$ cat src/rtl/pdbsp_pkg.sv
package pdbsp_pkg;

  localparam int unsigned BUFFER_DEPTH_DEF = 512;
  localparam int unsigned SAMPLE_W = 16;
  localparam int unsigned TIME_W = 32;
  localparam int unsigned PADDR_W = 2;
  localparam int unsigned PDATA_W = 32;
  localparam logic [PADDR_W-1:0] ADDR_SAMPLE_PERIOD = 2'd0;

  typedef enum logic [1:0] {
    FN_RECORD = 2'd0,
    FN_RING   = 2'd1,
    FN_BLOCK  = 2'd2,
    FN_NONE   = 2'd3
  } func_e;

  typedef enum logic [1:0] {
    S_CLEAR,
    S_IDLE,
    S_EXEC,
    S_FETCH
  } ctrl_state_e;

  typedef struct packed {
    logic clr_en;
    logic accept;
    logic exec_en;
    logic load_out;
  } ctrl_cmd_t;

  typedef struct packed {
    logic clear_done;
    logic in_valid;
    logic out_free;
  } ctrl_status_t;

endpackage

$ cat src/rtl/pdbsp_ctrl.sv
module pdbsp_ctrl (
  input  logic                    clk_i,
  input  logic                    rst_ni,
  input  pdbsp_pkg::ctrl_status_t status_i,
  output pdbsp_pkg::ctrl_cmd_t    cmd_o
);
  import pdbsp_pkg::*;

  ctrl_state_e state_q, state_d;

  always_ff @(posedge clk_i or negedge rst_ni) begin
    if (!rst_ni) begin
      state_q <= S_CLEAR;
    end else begin
      state_q <= state_d;
    end
  end

  always_comb begin
    state_d = state_q;
    case (state_q)
      S_CLEAR: begin
        if (status_i.clear_done) state_d = S_IDLE;
      end
      S_IDLE: begin
        if (status_i.in_valid) state_d = S_EXEC;
      end
      S_EXEC: begin
        state_d = S_FETCH;
      end
      S_FETCH: begin
        if (status_i.out_free) state_d = S_IDLE;
      end
      default: begin
        state_d = S_CLEAR;
      end
    endcase
  end

  always_comb begin
    cmd_o = '0;
    case (state_q)
      S_CLEAR: cmd_o.clr_en   = 1'b1;
      S_IDLE:  cmd_o.accept   = 1'b1;
      S_EXEC:  cmd_o.exec_en  = 1'b1;
      S_FETCH: cmd_o.load_out = status_i.out_free;
      default: cmd_o = '0;
    endcase
  end

  a_load_needs_slot: assert property (@(posedge clk_i) disable iff (!rst_ni)
    cmd_o.load_out |-> status_i.out_free)
    else $error("result loaded into an occupied output register");

  a_exec_follows_accept: assert property (@(posedge clk_i) disable iff (!rst_ni)
    cmd_o.exec_en |-> $past(cmd_o.accept && status_i.in_valid))
    else $error("execution without an accepted request");

endmodule

$ cat config.mk
export PLATFORM = sky130hd
export DESIGN_NAME = pdbsp_ctrl
export DESIGN_NICKNAME = d
export VERILOG_FILES = /design/src/rtl/pdbsp_pkg.sv /design/src/rtl/pdbsp_ctrl.sv
export SDC_FILE = /design/constraint.sdc
export NUM_CORES = 1
export LEC_CHECK = 0
export ABC_AREA = 1
export BUFFER_PORTS_ARGS = -buffer_cell sky130_fd_sc_hd__clkbuf_2
export CAP_MARGIN = 20
export CORE_AREA = 2 2 39 41
export CTS_BUF_LIST = sky130_fd_sc_hd__clkbuf_2
export DETAILED_ROUTE_END_ITERATION = 16
export DIE_AREA = 0 0 41 43
export GPL_TIMING_DRIVEN = 0
export HOLD_SLACK_MARGIN = 0.05
export PLACE_DENSITY = 0.44
export SYNTH_ARGS = -nofsm -noshare
export SYNTH_HDL_FRONTEND = slang
export SYNTH_SLANG_ARGS = --single-unit
$ cat constraint.sdc
create_clock -name clk_i -period 1.1 [get_ports clk_i]
set_clock_uncertainty 0.15 [all_clocks]
set_input_delay 0.11 -clock clk_i [delete_from_list [all_inputs] [get_ports clk_i]]
set_output_delay 0.11 -clock clk_i [all_outputs]
set_load 0.005 [all_outputs]
# Yosys cells after proc, flatten, opt, wreduce, memory -nomap -nowiden
# Cells that the tools add are included.
[word_totals]
wordCells = 17
register_bits = 2
[op_classes]
muxes = 8
n_reduce_logical = 2
eq_ne = 6
[ops]
columns = ["operator", "n"]
rows = [
  ["case mux 2 bit (4 select lines)", 1],
  ["2-to-1 mux 2 bit", 3],
  ["inequality test 2 bit (second input constant)", 3],
  ["== test 2 bit (second input constant)", 2],
  ["2-to-1 mux 1 bit", 4],
  ["AND reduction 3 bit", 1],
  ["== test 2 x 1 -> 1 bit (second input constant)", 1],
  ["zero test 2 bit", 1],
]

# Logic depth before layout (Yosys ltp)
# Gate-level depths: netlist (run 1).
[depth]
word_depth = 3
ltp_mapped = 6
mapped_depth_nobuf = 6

# Worst setup path before layout (run 1)
# No wires, ideal clock.
[synth_path]
path_kind = "register to register"
start = "register state_q[0]"
end = "register state_q[0]"
period_less_slack_ns = 1.200
setup_ns = 0.118
stages_incl_launch_ff = 7
path_slack_ns = -0.100
t_required_ns = 0.832
arrival_ns = 0.931
path_cell_list = "dfrtp_1 > inv_1 > ha_1 > nand2_4 > nand3_2 > nand2_1 > nand2_1"
[synth_via]
elab_chain_len = 3
[synth_lines]
columns = ["item", "line_no", "source"]
rows = [
  ["from (decl)", "pdbsp_ctrl.sv:9", "ctrl_state_e state_q, state_d;"],
  ["from (signal assigned)", "pdbsp_ctrl.sv:15", "state_q <= state_d;"],
  ["== test 2 x 1 -> 1 bit, or another cell as far along", "pdbsp_ctrl.sv:21", "case (state_q)"],
  ["inequality test 2 bit (no line)", "n/a", ""],
  ["AND reduction 3 bit (no line)", "n/a", ""],
]
# Parallel ways exist; a longest one is shown, timed or not.
# A chain may end at the register's enable or synchronous reset.

==> results_dict.tcl, run 1 <==
set metrics [dict create \
    status "finished with violations" \
    violations "setup timing" \
    slowest_stage "dfrtp_2" \
    slew_viol_final 0 \
    end_kind "output port" \
    hold_violations 0 \
    synthXorXnorAreaFrac_pct 0 \
    first_pass_iters 2 \
    synthAdderAreaFrac_pct 30.67 \
    finalCoreUtilization_pct 28.39 \
    peakVddDrop_v 0.0006826 \
    finalCriticalPeriod_ns 1.279 \
    cts.root.buffer_cell "clkbuf_2" \
    rr_worst_depth 6 \
    multi_input_area_sq_um 187.7 \
    clk_pin_slew_worst_paths_ns 0.03 \
    hold_class "in2async" \
    finalCritPeriodShare_pct 116.3 \
    cts_buffers 3 \
    n_fill_cell 153 \
    netlist_instances 25 \
    h-tree-depth 1 \
    synth.area.mux_share_pct 0 \
    dpl_cell_area_sq_um 271.5 \
    dieArea_sq_mm 0.001763 \
    path_cells "ha_4, nand2_2, inv_2, buf_6" \
    grt_pass1_wl_um 793 \
    yosysWarningCount 0 \
    grt_max_degree 6 \
    cp.arrival_ns 1.02 \
    drc 0 \
    vias 207 \
    rsz0062_at_grt "yes" \
    grt_overflow 0 \
    clk_latency_ns 0.19 \
    regMostFlops "state_q" \
    maxCapViolations 0 \
    synth_edf_count 0 \
    cts_sinks 2 \
    antenna_cells 0 \
    gp_congestion 0.5671 \
    track_usage_pct 7.121 \
    synth_area_leader_cell "ha_1" \
    finalSetupViolCount 6 \
    routed_via_density 3.696 \
    rows 14 \
    fmax_ghz 0.7816 \
    clockBufferDepth 2 \
    ant_nets 0 \
    post-place-ws_ns -0.1335 \
    synth_top_area_share_pct 30.67 \
    first_global_vias 213 \
    core_area_sq_mm 0.001384 \
    nets 52 \
    antenna_found_initial 0 \
    register_area_sq_um 52.55 \
    slew_headroom_pct 88.18 \
    routedWlPerCell_um 8.054 \
    dieWidth_um 41 \
    critPathLaunchType "flop" \
    r2r_end "state_q[0]$_DFFE_PN0P_" \
    synth_compound_area_share_pct 0 \
    startpoint "state_q[0]$_DFFE_PN0P_" \
    final_area_sq_um 392.9 \
    syn_area_sq_um 203.9 \
    io_pins 9 \
    wl_um 451 \
    endpoint "cmd_o[0]" \
    drtIter0Drc 3 \
    drive_gt1_share_pct 72.50 \
    synthFlopType "dfrtp_1" \
    setup_slack_ns -0.1795 \
    dpl.hpwl_um 296.7 \
    synth.most_common_cell "inv_1" \
    worst_pin_slew_ns 0.1773 \
    die_h_um 43 \
    synth_common_cells "7 x inv_1, 5 x ha_1, 5 x nand2_1" \
    critPathMaxStageDelay_ns 0.46 \
    start_util_pct 14.74 \
    area_growth_pct 92.64 \
    top_regs "state_q: 2 flops" \
    largest_reg_flops 2 \
    synth.area.top_cells "ha_1 31%, dfrtp_1 25%, inv_1 13%" \
    synthesis.nets 35 \
    cts_tree "built" \
    synthSimpleGateAreaFrac_pct 31.90 \
    synth_top_family_by_area "simple AND/OR/NAND/NOR gates" \
    synthArstFlopShare_pct 100.0 \
    seq_area_frac_synth_pct 24.54 \
    required_ns 0.84 \
    avgSynthCellArea_sq_um 8.158 \
    io_buffers 8 \
    synth_seq_cells 2 \
    r2r-start "state_q[0]$_DFFE_PN0P_" \
    yosysUniqueCellTypes 8 \
    cp_max_fo 5 \
    ff2ff_setup_slack_ns -0.09 \
    power.density_mw_per_mm2 2569 \
    power.leakage_uw 0.0002096 \
    crit_type "reg2out" \
]
-- power breakdown --
part	internal [uW]	total [uW]	switching, uW
clock	72.5	112	39.6
combinational	376	680	305
sequential	124	217	92.9
total	572	1010	437
-- per-layer routing --
metal,track usage (%),vias to the layer above,part of all wire (%),wire [um]
met1,7.692,96,43,196
met4,6.000,0,0,0
met5,0,-,0,0
met2,10.00,6,50,227
met3,3.141,0,6.0,27
li1,-,105,-,-
-- worst min path at each step --
stage                                   endpoint  slack, ns  cells past startpoint
final                     state_q[1]$_DFFE_PN0P_       0.09                      2
after global placement    state_q[1]$_DFFE_PN0P_      -0.25                      1
after global routing      state_q[1]$_DFFE_PN0P_       0.11                      2
after detailed placement  state_q[1]$_DFFE_PN0P_      -0.25                      1
after floorplan           state_q[0]$_DFFE_PN0P_      -0.34                      0
after CTS                 state_q[0]$_DFFE_PN0P_       0.08                      2
-- critical path: cells and delay by family (launching register included) --
family,cells,cell delay [ns]
adder cells (fa/ha/maj),1,0.19
buffers and inverters,2,0.13
flip-flops,1,0.46
AND/OR/NAND/NOR,1,0.05
-- cell families (layout without fill, tap and decap cells) --
| logic type | Yosys count | count (layout) |
|---|---|---|
| fa+ha+maj | 5 | 5 |
| buf+inv | 7 | 22 |
| flops | 2 | 2 |
| simple gates | 11 | 11 |
-- cells in the final DEF, fill, tap and decap left out, types with 2 or more instances in the layout --
| cell type | count |
|---|---|
| ha_4 | 4 |
| buf_6 | 3 |
| nand2_2 | 2 |
| buf_4 | 2 |
| nand4_1 | 2 |
| nand2_4 | 2 |
| clkbuf_2 | 9 |
| inv_2 | 2 |
| nand2_1 | 4 |
| inv_1 | 4 |
| dfrtp_2 | 2 |
-- per-stage QoR --
stage | power, uW | instances | hold WS (ns) | setup TNS (ns)
3_5_place_dp | 587.3 | 49 | -0.2506 | -0.2874
5_1_grt | 1133 | 56 | 0.1116 | -1.230
3_3_place_gp | 583.1 | 49 | -0.2532 | -0.2886
4_1_cts | 966.2 | 56 | 0.07552 | -0.8832
6_report | 1009 | 56 | 0.08994 | -0.8274
2_1_floorplan | 459.4 | 25 | -0.3356 | -0.08545
-- area by class of cell --
| cell class | instances | share of cell area, % |
|---|---|---|
| multi-input combinational | 16 | 47.77 |
| sequential | 2 | 13.38 |
| timing repair buffer | 12 | 22.61 |
| inverter | 7 | 7.325 |
| clock buffer | 3 | 3.822 |
| tap | 16 | 5.096 |
-- what timing repair did --
item / 4_1_cts / 5_1_grt
setup buffers: 3 / 0
endpoints found under the hold margin: 2 / 0
pin swaps: 5 / 1
gates resized for setup: 13 / 5
endpoints found under the setup margin: 6 / 6
hold buffers: 1 / 0
Power figures use the tool's default switching activity.
==> run 2: changes to the inputs <==
- ABC_AREA: 1 -> default
- CTS_BUF_LIST: sky130_fd_sc_hd__clkbuf_2 -> sky130_fd_sc_hd__clkbuf_4 sky130_fd_sc_hd__clkbuf_8
- PLACE_DENSITY: 0.44 -> 0.41
==> results_dict.tcl, run 2 <==
set metrics [dict create \
    status "finished with violations" \
    violations "setup timing" \
    first_pass_iters 4 \
    rr_worst_depth 5 \
    crit_type "reg2reg" \
    rsz0062_at_grt "yes" \
    use_met3_pct 3.141 \
    clk_pin_slew_worst_paths_ns 0.03 \
    core_area_sq_mm 0.001384 \
    r2r-start "state_q[0]$_DFFE_PN0P_" \
    power.density_mw_per_mm2 2668 \
    synth_compound_area_share_pct 5.926 \
    synth_seq_cells 2 \
    rows 14 \
    synth_area_leader_cell "ha_1" \
    area_growth_pct 114.1 \
    total_power_uw 964.8 \
    drive_gt1_share_pct 70.27 \
    hold_class "in2reg" \
    gp_congestion 0.5928 \
    slew_viol_final 0 \
    antenna_cells 0 \
    h-tree-depth 1 \
    largest_reg_flops 2 \
    netlist_instances 16 \
    finalSetupViolCount 6 \
    grt_overflow 0 \
    dieArea_sq_mm 0.001763 \
    synth_top_family_by_area "adder cells" \
    cts.root.buffer_cell "clkbuf_4" \
    synthesis.nets 26 \
    min_from "status_i[0]" \
    start_util_pct 12.21 \
    end_kind "flop" \
    slew_headroom_pct 81.82 \
    fmax_ghz 0.5945 \
    syn_area_sq_um 168.9 \
    dieWidth_um 41 \
    hold_violations 0 \
    ant_nets 0 \
    seq_area_frac_synth_pct 29.63 \
    grt_pass1_wl_um 648 \
    drtIter0Drc 1 \
    vias 188 \
    io_pins 9 \
    clockBufferDepth 2 \
    finalCoreUtilization_pct 26.13 \
    top_regs "state_q: 2 flops" \
    routed_via_density 3.547 \
    first_global_vias 177 \
    final_cell_mix "8 x buf_4, 7 x clkbuf_2, 3 x inv_1, 3 x clkbuf_4" \
    finalCritPeriodShare_pct 152.9 \
    peakVddDrop_v 0.0008534 \
    required_ns 1.05 \
    startpoint "state_q[0]$_DFFE_PN0P_" \
    layout_commonest_cell "buf_4" \
    nets 49 \
    synth.area.mux_share_pct 12.59 \
    synth.area.top_cells "ha_1 37%, dfrtp_1 30%, inv_1 11%" \
    yosysUniqueCellTypes 7 \
    synthAdderAreaFrac_pct 37.04 \
    synth_top_area_share_pct 37.04 \
    critPathLaunchType "flop" \
    die_h_um 43 \
    synth_common_cells "5 x ha_1, 5 x inv_1, 2 x dfrtp_1" \
    cp_max_fo 4 \
    synth_edf_count 0 \
    grt_max_degree 5 \
    cts_buffers 3 \
    maxCapViolations 0 \
    yosysWarningCount 0 \
    whs_path_depth 5 \
    finalCriticalPeriod_ns 1.682 \
    cts_tree "built" \
    setup_slack_ns -0.5821 \
    drc 0 \
    antenna_found_initial 0 \
    synthArstFlopShare_pct 100.0 \
    power.leakage_uw 0.0002019 \
    avgSynthCellArea_sq_um 10.56 \
    io_buffers 8 \
    synthSimpleGateAreaFrac_pct 3.704 \
    busiest_layer "met2" \
    synthFlopType "dfrtp_1" \
    worst_pin_slew_ns 0.2728 \
    met1_usage_pct 5.466 \
    dpl.hpwl_um 280.2 \
    cts_sinks 2 \
    routedWlPerCell_um 8.453 \
    track_usage_pct 5.723 \
    clk_latency_ns 0.22 \
    regMostFlops "state_q" \
    wl_um 448 \
    cp.arrival_ns 1.63 \
    grt_util_met2_pct 8.750 \
    synthXorXnorAreaFrac_pct 0 \
]
==> run 2: cell types whose count changed after synthesis <==
cell,previous run,this run
a222oi_1,0,1
and2_1,0,1
inv_1,7,5
mux2_1,0,1
mux2i_1,0,1
nand2_1,5,0
nand2_2,2,0
nand2_4,1,0
nand3_2,1,0
nand4_1,2,0
==> run 2: area by class of cell <==
cell class,instances,area (sq um)
clock buffer,3,22.52
fill,159,1022
inverter,5,18.77
multi-input combinational,9,123.9
sequential,2,50.05
tap,16,20.02
timing repair buffer,18,126.4
==> run 2: cell families (layout without fill, tap and decap cells) <==
family,Yosys count,after routing
AOI/OAI and AO/OA,1,1
DFF,2,2
adders and majority gates,5,5
buffers and inverters,5,26
and+or+nand+nor,1,1
muxes,2,2
==> run 2: worst max-delay path, stage by stage (launching register included) <==
cell and delay (ns):
dfrtp_1 0.40, inv_2 0.07, ha_4 0.16, a222oi_1 0.30
buf_4 0.18, mux2_4 0.29
==> run 2: power by group <==
part	switching [uW]	leakage (uW)	internal, uW
Combinational	230	0.000166	414
Sequential	45.4	0.0000224	114
Clock	41.0	0.0000138	120
==> run 2: final timing paths <==
| path | end | slack [ns] |
|---|---|---|
| worst max-delay path | state_q[1]$_DFFE_PN0P_ | -0.58 |
| worst min-delay path | state_q[1]$_DFFE_PN0P_ | 0.30 |
| worst max register to register | state_q[1]$_DFFE_PN0P_ | -0.58 |
| worst min register to register | state_q[1]$_DFFE_PN0P_ | 0.54 |
| max in group asynchronous | state_q[1]$_DFFE_PN0P_ | 0.09 |
| min in group asynchronous | state_q[0]$_DFFE_PN0P_ | 0.59 |
==> run 2: repair_timing <==
action                     4_1_cts  5_1_grt
pin swaps                        1        2
resized for setup                0        4
setup endpoints to repair        6        6
hold endpoints to repair         2        0
cloned                           0        0
hold buffers                     2        0
setup buffers                    5        3
==> run 2: stage by stage <==
stage	setup slack (ns)	hold slack, ns	instances	TNS, ns	area, sq um
6_report	-0.5821	0.3005	53	-1.914	361.6
5_1_grt	-0.6325	0.3116	53	-2.200	361.6
4_1_cts	-0.6271	0.2050	50	-2.082	324.1
3_5_place_dp	-0.6851	-0.2522	40	-1.225	244.0
3_3_place_gp	-0.6500	-0.2552	40	-1.158	244.0
2_1_floorplan	-0.5523	-0.3356	16	-0.9188	183.9
==> run 2: layer usage <==
| metal | vias up | wire length, um |
|---|---|---|
| met4 | 0 | 0 |
| met2 | 9 | 212 |
| met5 | - | 0 |
| met1 | 87 | 184 |
| met3 | 0 | 51 |
| li1 | 92 | - |
